===== src/design/xfys_pkg.sv =====
// ----------------------------------------------------------------------------
// xfys_pkg
// types, constants and microcode table for the seeded card shuffler
// ----------------------------------------------------------------------------
package xfys_pkg;

  localparam int unsigned IDX_W = 6;   // card index / position width
  localparam int unsigned DIV_W = 7;   // divisor width, i+1 up to 64
  localparam int unsigned PC_W  = 4;   // microcode step counter width

  localparam logic [31:0] ZERO_SEED_SUBST = 32'h9E37_79B9;

  // datapath action of one control word
  typedef enum logic [3:0] {
    ACT_NOP        = 4'd0,
    ACT_ACCEPT     = 4'd1,
    ACT_FILL       = 4'd2,
    ACT_MOD_START  = 4'd3,
    ACT_READ       = 4'd4,
    ACT_WRITE_I    = 4'd5,
    ACT_WRITE_J    = 4'd6,
    ACT_EMIT_INIT  = 4'd7,
    ACT_EMIT_READ  = 4'd8,
    ACT_EMIT_LOAD  = 4'd9
  } act_e;

  // jump condition of one control word
  typedef enum logic [3:0] {
    COND_NONE      = 4'd0,
    COND_ALWAYS    = 4'd1,
    COND_NO_INPUT  = 4'd2,
    COND_FILL_MORE = 4'd3,
    COND_I_ZERO    = 4'd4,
    COND_MOD_BUSY  = 4'd5,
    COND_I_MORE    = 4'd6,
    COND_OUT_FULL  = 4'd7,
    COND_EMIT_MORE = 4'd8
  } cond_e;

  typedef struct packed {
    act_e            act;
    cond_e           cond;
    logic [PC_W-1:0] target;
  } cw_t;

  // status flags from the datapath to the sequencer
  typedef struct packed {
    logic no_input;
    logic fill_more;
    logic i_zero;
    logic mod_busy;
    logic i_more;
    logic out_full;
    logic emit_more;
  } flags_t;

  // step labels
  localparam logic [PC_W-1:0] PC_IDLE      = 4'd0;
  localparam logic [PC_W-1:0] PC_FILL      = 4'd1;
  localparam logic [PC_W-1:0] PC_CHECK     = 4'd2;
  localparam logic [PC_W-1:0] PC_MOD_START = 4'd3;
  localparam logic [PC_W-1:0] PC_MOD_WAIT  = 4'd4;
  localparam logic [PC_W-1:0] PC_READ      = 4'd5;
  localparam logic [PC_W-1:0] PC_WRITE_I   = 4'd6;
  localparam logic [PC_W-1:0] PC_WRITE_J   = 4'd7;
  localparam logic [PC_W-1:0] PC_EMIT_INIT = 4'd8;
  localparam logic [PC_W-1:0] PC_EMIT_READ = 4'd9;
  localparam logic [PC_W-1:0] PC_EMIT_LOAD = 4'd10;
  localparam logic [PC_W-1:0] PC_EMIT_NEXT = 4'd11;
  localparam logic [PC_W-1:0] PC_DONE      = 4'd12;

  // microcode program
  function automatic cw_t rom_word(input logic [PC_W-1:0] pc);
    cw_t w;
    w = '{act: ACT_NOP, cond: COND_ALWAYS, target: PC_IDLE};
    unique case (pc)
      PC_IDLE:      w = '{act: ACT_ACCEPT,    cond: COND_NO_INPUT,  target: PC_IDLE};
      PC_FILL:      w = '{act: ACT_FILL,      cond: COND_FILL_MORE, target: PC_FILL};
      PC_CHECK:     w = '{act: ACT_NOP,       cond: COND_I_ZERO,    target: PC_EMIT_INIT};
      PC_MOD_START: w = '{act: ACT_MOD_START, cond: COND_NONE,      target: PC_IDLE};
      PC_MOD_WAIT:  w = '{act: ACT_NOP,       cond: COND_MOD_BUSY,  target: PC_MOD_WAIT};
      PC_READ:      w = '{act: ACT_READ,      cond: COND_NONE,      target: PC_IDLE};
      PC_WRITE_I:   w = '{act: ACT_WRITE_I,   cond: COND_NONE,      target: PC_IDLE};
      PC_WRITE_J:   w = '{act: ACT_WRITE_J,   cond: COND_I_MORE,    target: PC_MOD_START};
      PC_EMIT_INIT: w = '{act: ACT_EMIT_INIT, cond: COND_NONE,      target: PC_IDLE};
      PC_EMIT_READ: w = '{act: ACT_EMIT_READ, cond: COND_NONE,      target: PC_IDLE};
      PC_EMIT_LOAD: w = '{act: ACT_EMIT_LOAD, cond: COND_OUT_FULL,  target: PC_EMIT_LOAD};
      PC_EMIT_NEXT: w = '{act: ACT_NOP,       cond: COND_EMIT_MORE, target: PC_EMIT_READ};
      PC_DONE:      w = '{act: ACT_NOP,       cond: COND_ALWAYS,    target: PC_IDLE};
      default:      w = '{act: ACT_NOP,       cond: COND_ALWAYS,    target: PC_IDLE};
    endcase
    return w;
  endfunction

endpackage


===== src/design/xorshift_fisher_yates_shuffle.sv =====
// ----------------------------------------------------------------------------
// xorshift_fisher_yates_shuffle
// seeded card shuffler: identity fill, xorshift32 fisher-yates, ordered dealout
// ----------------------------------------------------------------------------
//
//   channel  dir  handshake                payload
//   -------  ---  -----------------------  -------------------------------------
//   in       in   in_valid_i / in_stall_o  seed_i
//   out      out  out_valid_o / out_stall_i position_o card_index_o suit_o
//                                          rank_o last_o
//
// one seed transaction gives SUITS*RANKS output transactions
// steps per seed: accept, fill one entry per step, check, then per position
// from N-1 down to 1 a swap, then dealout init and read/load/next per card,
// and done; a swap is 1 start and a wait on the serial modulo + 3 store steps
// a deck store read port pair plus one write port limit a swap to three steps
// reset clears the step counter, divider and output valid; the deck store is
// reloaded at every seed so it needs no reset
// out_stall_i holds the dealout step; the last card may still wait in the
// output register while the next seed is taken
//
module xorshift_fisher_yates_shuffle #(
  parameter int unsigned SUITS = 4,
  parameter int unsigned RANKS = 13
) (
  input  logic        clk_i,
  input  logic        rst_ni,
  input  logic        in_valid_i,
  output logic        in_stall_o,
  input  logic [31:0] seed_i,
  output logic        out_valid_o,
  input  logic        out_stall_i,
  output logic [5:0]  position_o,
  output logic [5:0]  card_index_o,
  output logic [1:0]  suit_o,
  output logic [3:0]  rank_o,
  output logic        last_o
);
  import xfys_pkg::*;

  localparam int unsigned Deck   = SUITS * RANKS;
  localparam int unsigned AddrW  = (Deck > 1) ? $clog2(Deck) : 1;
  localparam logic [IDX_W-1:0] DeckLast = IDX_W'(Deck - 1);

  // sequencer
  cw_t    cw;
  flags_t flags;

  // datapath registers
  logic [31:0]      rng_q, rng_d;
  logic [IDX_W-1:0] i_q, i_d;        // fisher-yates position
  logic [IDX_W-1:0] j_q, j_d;        // swap partner
  logic [IDX_W-1:0] k_q, k_d;        // fill and dealout counter
  logic [31:0]      rng_next;

  // deck store
  logic [IDX_W-1:0] mem_q [Deck];
  logic             wr_en;
  logic [IDX_W-1:0] wr_addr, wr_data;
  logic             rd_en;
  logic [IDX_W-1:0] rd_addr_a, rd_addr_b;
  logic [IDX_W-1:0] rd_a_q, rd_b_q;

  // modulo unit
  logic             mod_busy;
  logic [IDX_W-1:0] mod_rem;
  logic             mod_start;

  // output register
  logic             out_valid_q, out_valid_d;
  logic             out_full, out_load;
  logic [IDX_W-1:0] pos_q, card_q;
  logic [1:0]       suit_q;
  logic [3:0]       rank_q;
  logic             last_q;
  logic [1:0]       card_suit;
  logic [3:0]       card_rank;

  // suit is the count of suit boundaries at or below the card index
  function automatic logic [1:0] suit_of(input logic [IDX_W-1:0] c);
    logic [1:0] s;
    s = '0;
    for (int unsigned n = 1; n < SUITS; n++) begin
      if (c >= IDX_W'(n * RANKS)) begin
        s = s + 2'd1;
      end
    end
    return s;
  endfunction

  // xorshift32, shifts 13 / 17 / 5
  function automatic logic [31:0] xs32(input logic [31:0] s);
    logic [31:0] t;
    t = s ^ (s << 13);
    t = t ^ (t >> 17);
    t = t ^ (t << 5);
    return t;
  endfunction

  xfys_seq u_seq (
    .clk_i   (clk_i),
    .rst_ni  (rst_ni),
    .flags_i (flags),
    .cw_o    (cw)
  );

  assign rng_next  = xs32(rng_q);
  assign mod_start = (cw.act == ACT_MOD_START);

  xfys_mod u_mod (
    .clk_i      (clk_i),
    .rst_ni     (rst_ni),
    .start_i    (mod_start),
    .dividend_i (rng_next),
    .divisor_i  ({1'b0, i_q} + DIV_W'(1)),
    .busy_o     (mod_busy),
    .rem_o      (mod_rem)
  );

  assign in_stall_o = (cw.act != ACT_ACCEPT);
  assign out_full   = out_valid_q && out_stall_i;
  assign out_load   = (cw.act == ACT_EMIT_LOAD) && !out_full;

  assign flags = '{
    no_input:  !in_valid_i,
    fill_more: (k_q != DeckLast),
    i_zero:    (i_q == '0),
    mod_busy:  mod_busy,
    i_more:    (i_q != IDX_W'(1)),
    out_full:  out_full,
    emit_more: !last_q
  };

  // datapath control
  always_comb begin
    rng_d     = rng_q;
    i_d       = i_q;
    j_d       = j_q;
    k_d       = k_q;
    wr_en     = 1'b0;
    wr_addr   = k_q;
    wr_data   = k_q;
    rd_en     = 1'b0;
    rd_addr_a = i_q;
    rd_addr_b = mod_rem;
    unique case (cw.act)
      ACT_ACCEPT: begin
        if (in_valid_i) begin
          rng_d = (seed_i == '0) ? ZERO_SEED_SUBST : seed_i;
          i_d   = DeckLast;
          k_d   = '0;
        end
      end
      ACT_FILL: begin
        // identity ordering, one entry per step
        wr_en = 1'b1;
        k_d   = k_q + IDX_W'(1);
      end
      ACT_MOD_START: begin
        rng_d = rng_next;
      end
      ACT_READ: begin
        rd_en = 1'b1;
        j_d   = mod_rem;
      end
      ACT_WRITE_I: begin
        wr_en   = 1'b1;
        wr_addr = i_q;
        wr_data = rd_b_q;
      end
      ACT_WRITE_J: begin
        wr_en   = 1'b1;
        wr_addr = j_q;
        wr_data = rd_a_q;
        i_d     = i_q - IDX_W'(1);
      end
      ACT_EMIT_INIT: begin
        k_d = '0;
      end
      ACT_EMIT_READ: begin
        rd_en     = 1'b1;
        rd_addr_a = k_q;
      end
      ACT_EMIT_LOAD: begin
        if (!out_full) begin
          k_d = k_q + IDX_W'(1);
        end
      end
      default: begin
      end
    endcase
  end

  always_ff @(posedge clk_i) begin
    rng_q <= rng_d;
    i_q   <= i_d;
    j_q   <= j_d;
    k_q   <= k_d;
  end

  // deck store, one write and two registered reads
  always_ff @(posedge clk_i) begin
    if (wr_en) begin
      mem_q[wr_addr[AddrW-1:0]] <= wr_data;
    end
    if (rd_en) begin
      rd_a_q <= mem_q[rd_addr_a[AddrW-1:0]];
      rd_b_q <= mem_q[rd_addr_b[AddrW-1:0]];
    end
  end

  // card split into suit and rank
  assign card_suit = suit_of(rd_a_q);
  assign card_rank = 4'(rd_a_q - IDX_W'(card_suit * RANKS));

  always_comb begin
    out_valid_d = out_valid_q;
    if (out_load) begin
      out_valid_d = 1'b1;
    end else if (out_valid_q && !out_stall_i) begin
      out_valid_d = 1'b0;
    end
  end

  always_ff @(posedge clk_i or negedge rst_ni) begin
    if (!rst_ni) begin
      out_valid_q <= 1'b0;
    end else begin
      out_valid_q <= out_valid_d;
    end
  end

  always_ff @(posedge clk_i) begin
    if (out_load) begin
      pos_q  <= k_q;
      card_q <= rd_a_q;
      suit_q <= card_suit;
      rank_q <= card_rank;
      last_q <= (k_q == DeckLast);
    end
  end

  assign out_valid_o  = out_valid_q;
  assign position_o   = pos_q;
  assign card_index_o = card_q;
  assign suit_o       = suit_q;
  assign rank_o       = rank_q;
  assign last_o       = last_q;

endmodule


===== src/design/xfys_mod.sv =====
// ----------------------------------------------------------------------------
// xfys_mod
// bit-serial restoring modulo, 32-bit dividend by a 7-bit divisor
// ----------------------------------------------------------------------------
module xfys_mod (
  input  logic                       clk_i,
  input  logic                       rst_ni,
  input  logic                       start_i,
  input  logic [31:0]                dividend_i,
  input  logic [xfys_pkg::DIV_W-1:0] divisor_i,
  output logic                       busy_o,
  output logic [xfys_pkg::IDX_W-1:0] rem_o
);
  import xfys_pkg::*;

  logic             busy_q, busy_d;
  logic [4:0]       cnt_q, cnt_d;
  logic [31:0]      num_q, num_d;
  logic [DIV_W-1:0] den_q, den_d;
  logic [IDX_W-1:0] rem_q, rem_d;
  logic [DIV_W-1:0] trial;

  always_comb begin
    busy_d = busy_q;
    cnt_d  = cnt_q;
    num_d  = num_q;
    den_d  = den_q;
    rem_d  = rem_q;
    trial  = {rem_q, num_q[31]};
    if (start_i) begin
      busy_d = 1'b1;
      cnt_d  = 5'd31;
      num_d  = dividend_i;
      den_d  = divisor_i;
      rem_d  = '0;
    end else if (busy_q) begin
      // one quotient bit per cycle, remainder stays below the divisor
      if (trial >= den_q) begin
        rem_d = IDX_W'(trial - den_q);
      end else begin
        rem_d = IDX_W'(trial);
      end
      num_d = {num_q[30:0], 1'b0};
      cnt_d = cnt_q - 5'd1;
      if (cnt_q == 5'd0) begin
        busy_d = 1'b0;
      end
    end
  end

  always_ff @(posedge clk_i or negedge rst_ni) begin
    if (!rst_ni) begin
      busy_q <= 1'b0;
      cnt_q  <= '0;
    end else begin
      busy_q <= busy_d;
      cnt_q  <= cnt_d;
    end
  end

  always_ff @(posedge clk_i) begin
    num_q <= num_d;
    den_q <= den_d;
    rem_q <= rem_d;
  end

  assign busy_o = busy_q;
  assign rem_o  = rem_q;

endmodule


===== src/design/xfys_seq.sv =====
// ----------------------------------------------------------------------------
// xfys_seq
// step counter and microcode table with conditional jumps
// ----------------------------------------------------------------------------
module xfys_seq (
  input  logic             clk_i,
  input  logic             rst_ni,
  input  xfys_pkg::flags_t flags_i,
  output xfys_pkg::cw_t    cw_o
);
  import xfys_pkg::*;

  logic [PC_W-1:0] pc_q, pc_d;
  cw_t             cw;
  logic            take;

  assign cw = rom_word(pc_q);

  always_comb begin
    unique case (cw.cond)
      COND_NONE:      take = 1'b0;
      COND_ALWAYS:    take = 1'b1;
      COND_NO_INPUT:  take = flags_i.no_input;
      COND_FILL_MORE: take = flags_i.fill_more;
      COND_I_ZERO:    take = flags_i.i_zero;
      COND_MOD_BUSY:  take = flags_i.mod_busy;
      COND_I_MORE:    take = flags_i.i_more;
      COND_OUT_FULL:  take = flags_i.out_full;
      COND_EMIT_MORE: take = flags_i.emit_more;
      default:        take = 1'b1;
    endcase
    pc_d = take ? cw.target : pc_q + PC_W'(1);
  end

  always_ff @(posedge clk_i or negedge rst_ni) begin
    if (!rst_ni) begin
      pc_q <= PC_IDLE;
    end else begin
      pc_q <= pc_d;
    end
  end

  assign cw_o = cw;

endmodule

===== config.mk =====
export PLATFORM = sky130hd
export DESIGN_NAME = xorshift_fisher_yates_shuffle
export DESIGN_NICKNAME = d
export VERILOG_FILES = /design/src/design/xfys_pkg.sv /design/src/design/xorshift_fisher_yates_shuffle.sv /design/src/design/xfys_mod.sv /design/src/design/xfys_seq.sv
export SDC_FILE = /design/constraint.sdc
export NUM_CORES = 1
export LEC_CHECK = 0
export BUFFER_PORTS_ARGS = -buffer_cell sky130_fd_sc_hd__buf_2
export CAP_MARGIN = 20
export CORE_ASPECT_RATIO = 1.25
export CORE_MARGIN = 2
export CORE_UTILIZATION = 57
export DETAILED_ROUTE_END_ITERATION = 6
export GPL_TIMING_DRIVEN = 0
export PLACE_DENSITY = 0.74
export SETUP_SLACK_MARGIN = 0.2
export SLEW_MARGIN = 20
export SYNTH_ARGS = -nofsm -noshare
export SYNTH_HDL_FRONTEND = slang
export SYNTH_HIERARCHICAL = 1
export SYNTH_SLANG_ARGS = --single-unit
export TNS_END_PERCENT = 1

===== constraint.sdc =====
create_clock -name clk_i -period 9.38 [get_ports clk_i]
set_clock_uncertainty 0.05 [all_clocks]
set_input_delay 1.407 -clock clk_i [delete_from_list [all_inputs] [get_ports clk_i]]
set_output_delay 1.407 -clock clk_i [all_outputs]
set_load 0.01 [all_outputs]

**After elaboration in Yosys (flattened, before gate mapping)**

Memories as Yosys holds them, arrays and structs flattened. A register that Yosys moved wholly into a read port is not among the register bits.
Index checks and enable logic that the tools add are counted.
Widths: inputs -> output; s select.

- Flip-flop bits (word level): 125
- Memory bits (writable): 312
- ROM bits: 192
- Input bits: 36
- Output and inout bits: 21
- Word-level logic and storage cells: 108
- Memories: 2

Memory list:

| memory | words | bits a word | read ports | clocked after Yosys merged registers in | write ports | RTL line | RTL |
|---|---|---|---|---|---|---|---|
| mem_q | 52 | 6 | 2 | 2 | 1 | xorshift_fisher_yates_shuffle.sv:57 | `logic [IDX_W-1:0] mem_q [Deck];` |
| (no name shown) | 16 | 12 | 1 | 0 | 0 | xfys_pkg.sv:76 | `unique case (pc)` |

- $add $sub $neg: 9
- Multipliers: 1
- Magnitude comparators: 4
- Eq/ne operators: 22
- Multiplexer cells: 30
- Bitwise operators: 3
- Reduce and logical (&&, ||, !) cells: 21

Operator list:

| cell | count |
|---|---|
| $mux 32 | 4 |
| $pmux 32 s2 | 1 |
| $xor 32x32->32 | 2 |
| $pmux 6 s2 | 3 |
| $eq 4x3->1 const B | 8 |
| $logic_not 32->1 | 1 |
| $xor 32x15->32 | 1 |
| $mux 6 | 5 |
| $pmux 6 s4 | 1 |
| $eq 4x2->1 const B | 4 |
| $eq 4x4->1 const B | 3 |
| $mux 1 | 10 |
| $mux 5 | 2 |
| $pmux 1 s8 | 1 |
| $reduce_bool 2->1 | 4 |
| $add 6x1->7 const B | 1 |
| $ge 7x7->1 | 1 |
| $add 6x1->6 const B | 1 |
| $eq 6x6->1 const B | 1 |
| $ge 6x4->1 const B | 1 |
| $ge 6x5->1 const B | 1 |
| $ge 6x6->1 const B | 1 |
| $logic_not 6->1 | 1 |
| $ne 6x1->1 const B | 1 |
| other kinds (22) | 31 |

**Longest topological paths before layout**

- Depth in word-level cells: 8
- Gate-level depth with buffers: 17
- Mapped depth without buffers: 13

**Hierarchy**

The synthesis kept the hierarchy.

By module, submodules not included:

| module | times used | cells each | area each (sq um) | seq. area each (sq um) |
|---|---|---|---|---|
| xorshift_fisher_yates_shuffle | 1 | 1323 | 19397.4 | 11826.3 |
| xfys_mod | 1 | 185 | 2489.9 | 1441.4 |
| xfys_seq | 1 | 68 | 605.6 | 100.1 |

**Least setup slack after synthesis**

No wires, ideal clock.

- Kind: register -> register
- From: register u_seq.pc_q[0]
- To: register u_mod.num_q[0], enable pin
- Setup time: 375 ps
- Arrival time: 3237 ps
- Required time: 8955 ps
- Slack: 5718 ps
- Cell stages (with the launch flop): 13
- Buffers on the path: 4
- Clock period less this slack: 3662 ps
- Cells stage by stage: dfrtp_1 -> inv_1 -> ha_1 -> o21ai_0 -> nor2_1 -> a21oi_1 -> buf_6 -> nand3_1 -> inv_1 -> buf_1 -> clkbuf_1 -> clkbuf_1 -> or2_2

RTL lines:

| element | RTL line | RTL |
|---|---|---|
| start: declaration | xfys_seq.sv:13 | `logic [PC_W-1:0] pc_q, pc_d;` |
| start signal: assignment | xfys_seq.sv:39 | `pc_q <= pc_d;` |
| end signal: assignment | xfys_mod.sv:62 | `num_q <= num_d;` |
| end: declaration | xfys_mod.sv:18 | `logic [31:0] num_q, num_d;` |

==> flow_metrics.tcl <==
set metrics [dict create \
    leakagePower_uw 0.00881 \
    root_buffer "clkbuf_16" \
    endpoint_kind "flip-flop" \
    required_ns 9.53 \
    vias 14700 \
    synth_seq_cells 449 \
    postSynthAreaPerCell_um2 14.3 \
    nFillCells 2803 \
    worstMarginPinSlew_ns 0.996 \
    drtAntennaViolNets 0 \
    path_max_fanout 32 \
    yosys-top-cells-count "432 x edfxtp_1, 218 x nand2_1, 112 x mux4_2" \
    cts_sinks 449 \
    setup_viol 0 \
    cts_hold_buf 0 \
    nNetsFinal 1750 \
    hp-class "reg2reg" \
    crit_type "reg2reg" \
    io_pins 57 \
    cts_buffers 46 \
    yosys_most_used_dff "edfxtp_1" \
    hpwl_um 43700 \
    arrival_ns 4.98 \
    seq_area_frac_synth 0.594 \
    die_h_um 226 \
    synth-async-reset-ratio 0.0245 \
    hold_viol_final 0 \
    max_stage_delay_ns 0.77 \
    cts_tree "done" \
    syn-cell-area_mm2 0.0225 \
    synth_enable_flop_cells 432 \
    vdd_ir_drop_max_uv 201 \
    maxSlewHeadroom 0.336 \
    maxCapViolCount 0 \
    place_area_mm2 0.0235 \
    area_growth_pct 11.6 \
    critical_path_buf_inv_count 6 \
    die_w_um 182 \
    rows 81 \
    drc 0 \
    clk_latency_ns 0.57 \
    post-route-min-period_ns 4.83 \
    wl_per_cell_um 27.3 \
    synth_top_cell_by_area "edfxtp_1" \
    dieArea_mm2 0.0411 \
    grt-ovfl-total 0 \
    synth.net_count 1640 \
    drt_iter0_markers 1893 \
    grt_max_degree 53 \
    grt_antenna_before_repair 0 \
    totalWireLength_um 60700 \
    final.period_utilization 0.515 \
    grt_usage 0.299 \
    crit_chain "inv_1 -> ha_1 -> o21ai_0 -> nor2_1 -> a21oi_1 -> buf_6 -> nand3_1 -> inv_1 -> buf_1 -> clkbuf_1 -> clkbuf_1 -> or2_2" \
    slew_violations 0 \
    gp_congestion 0.943 \
    ctsResizeCount 0 \
    stdcell_area_mm2 0.0251 \
    core_region_area_mm2 0.0390 \
    synth.distinct_cells 77 \
    yosysMostFrequentCell "edfxtp_1" \
    syn_inst 1576 \
    fmax_ghz 0.207 \
    viasPerCell 6.60 \
    crit_slowest_cell "buf_1" \
    tns_ns 0 \
    rsz0062_at_grt "false" \
    synth_top_cell_area_share 0.577 \
    path_clk_slew_ns 0.06 \
    synthTopCellsByArea "edfxtp_1 58%, mux4_2 11%, nand2_1 3.6%, mux2i_1 3.4%, xnor2_1 2.4%" \
    post_cts_buffers 0 \
    firstDrtPassIters 5 \
    drive_above_1_share 0.210 \
    start_util 0.576 \
    portBuffers 56 \
    power_density_mw_per_mm2 366 \
    antenna_cells 0 \
    grt_pass1_vias 14800 \
    crit_family "buffers and inverters" \
    clockBufferDepth 3 \
    ys.warnings.count 6 \
    crit_path_start_kind "flip-flop" \
    grt_pass1_wl_um 90200 \
    ctsHtreeMaxLevel 2 \
    status "finished clean" \
]
stage by stage:
step / util / std cells / hold WS (ns) / setup slack (ns) / power, uW
2_1_floorplan: - / 1576 / 0.374 / 5.72 / 5980
3_3_place_gp: 0.600 / 2130 / 0.391 / 4.59 / 7120
3_5_place_dp: 0.603 / 2136 / 0.413 / 4.51 / 7250
4_1_cts: 0.643 / 2221 / 0.427 / 4.49 / 9160
5_1_grt: 0.643 / 2221 / 0.439 / 4.02 / 9570
6_report: 0.643 / 2221 / 0.418 / 4.55 / 9200
state kept, by name (all words and copies together) (netlist names):
name          cells
j_q               6
suit_o            2
last_o            1
rng_q            32
rank_o            4
u_mod/rem_o       6
u_mod/den_q       7
card_index_o      6
k_q               6
rd_a_q            6
u_seq/pc_q        4
rd_b_q            6
mem_q           312
out_valid_o       1
i_q               6
position_o        6
u_mod/num_q      32
u_mod/cnt_q       5
u_mod/busy_o      1
final cells by class:
| class | count | area [um^2] | area share |
|---|---|---|---|
| clock buffer | 52 | 1210 | 0.0484 |
| timing repair buffer | 62 | 399 | 0.0159 |
| multi-input combinational | 1004 | 8530 | 0.340 |
| sequential | 449 | 13400 | 0.532 |
| inverter | 38 | 143 | 0.00568 |
| buffer | 85 | 479 | 0.0191 |
| clock inverter | 33 | 350 | 0.0140 |
| tap | 498 | 623 | 0.0248 |
power by group:
group          switching, uW  total [uW]  internal [uW]  leakage, uW
sequential               192        3170           2970      0.00415
combinational           2500        4130           1630      0.00389
clock                    777        1900           1130     0.000773
total                   3470        9200           5730      0.00881
cells by family after synthesis:
group / synth area share
simple gates: 0.103
flops: 0.594
mux: 0.171
compound gates: 0.0517
buf+inv: 0.0276
xor+xnor: 0.0364
fa+ha+maj: 0.0162
routing by layer:
metal  global-route usage  vias up  wire length [um]
met5                    0        -                 0
met4                0.168        0              3850
met3               0.0510      229              5320
met2                0.501      915             29700
met1                0.371     7218             21800
li1                     -     6302                 -
final timing paths:
kind                                              start                         to  slack (ns)  depth (start not counted)
max in group asynchronous                        rst_ni    u_seq/pc_q[0]$_DFF_PN0_        8.42                          1
worst min register to register     k_q[2]$_SDFFCE_PN0P_    position_o[2]$_DFFE_PP_        0.42                          0
worst max-delay path            u_seq/pc_q[1]$_DFF_PN0_  u_mod/num_q[16]$_DFFE_PP_        4.55                         12
worst max register to register  u_seq/pc_q[1]$_DFF_PN0_  u_mod/num_q[16]$_DFFE_PP_        4.55                         12
min in group asynchronous                        rst_ni    out_valid_o$_DFFE_PN0P_        0.65                          1
worst min-delay path               k_q[2]$_SDFFCE_PN0P_    position_o[2]$_DFFE_PP_        0.42                          0
cell usage in the layout (no fill, tap or decap), drive strengths merged, types with 25 or more instances in the layout:
master	count
edfxtp	432
nand2	218
mux4	114
nor2	109
buf	109
clkbuf	90
mux2i	78
xnor2	62
nand3	60
inv	40
mux2	40
xor2	29
a22oi	28
ha	26
nand4	25
No activity file was read; power rests on OpenSTA's default activity.
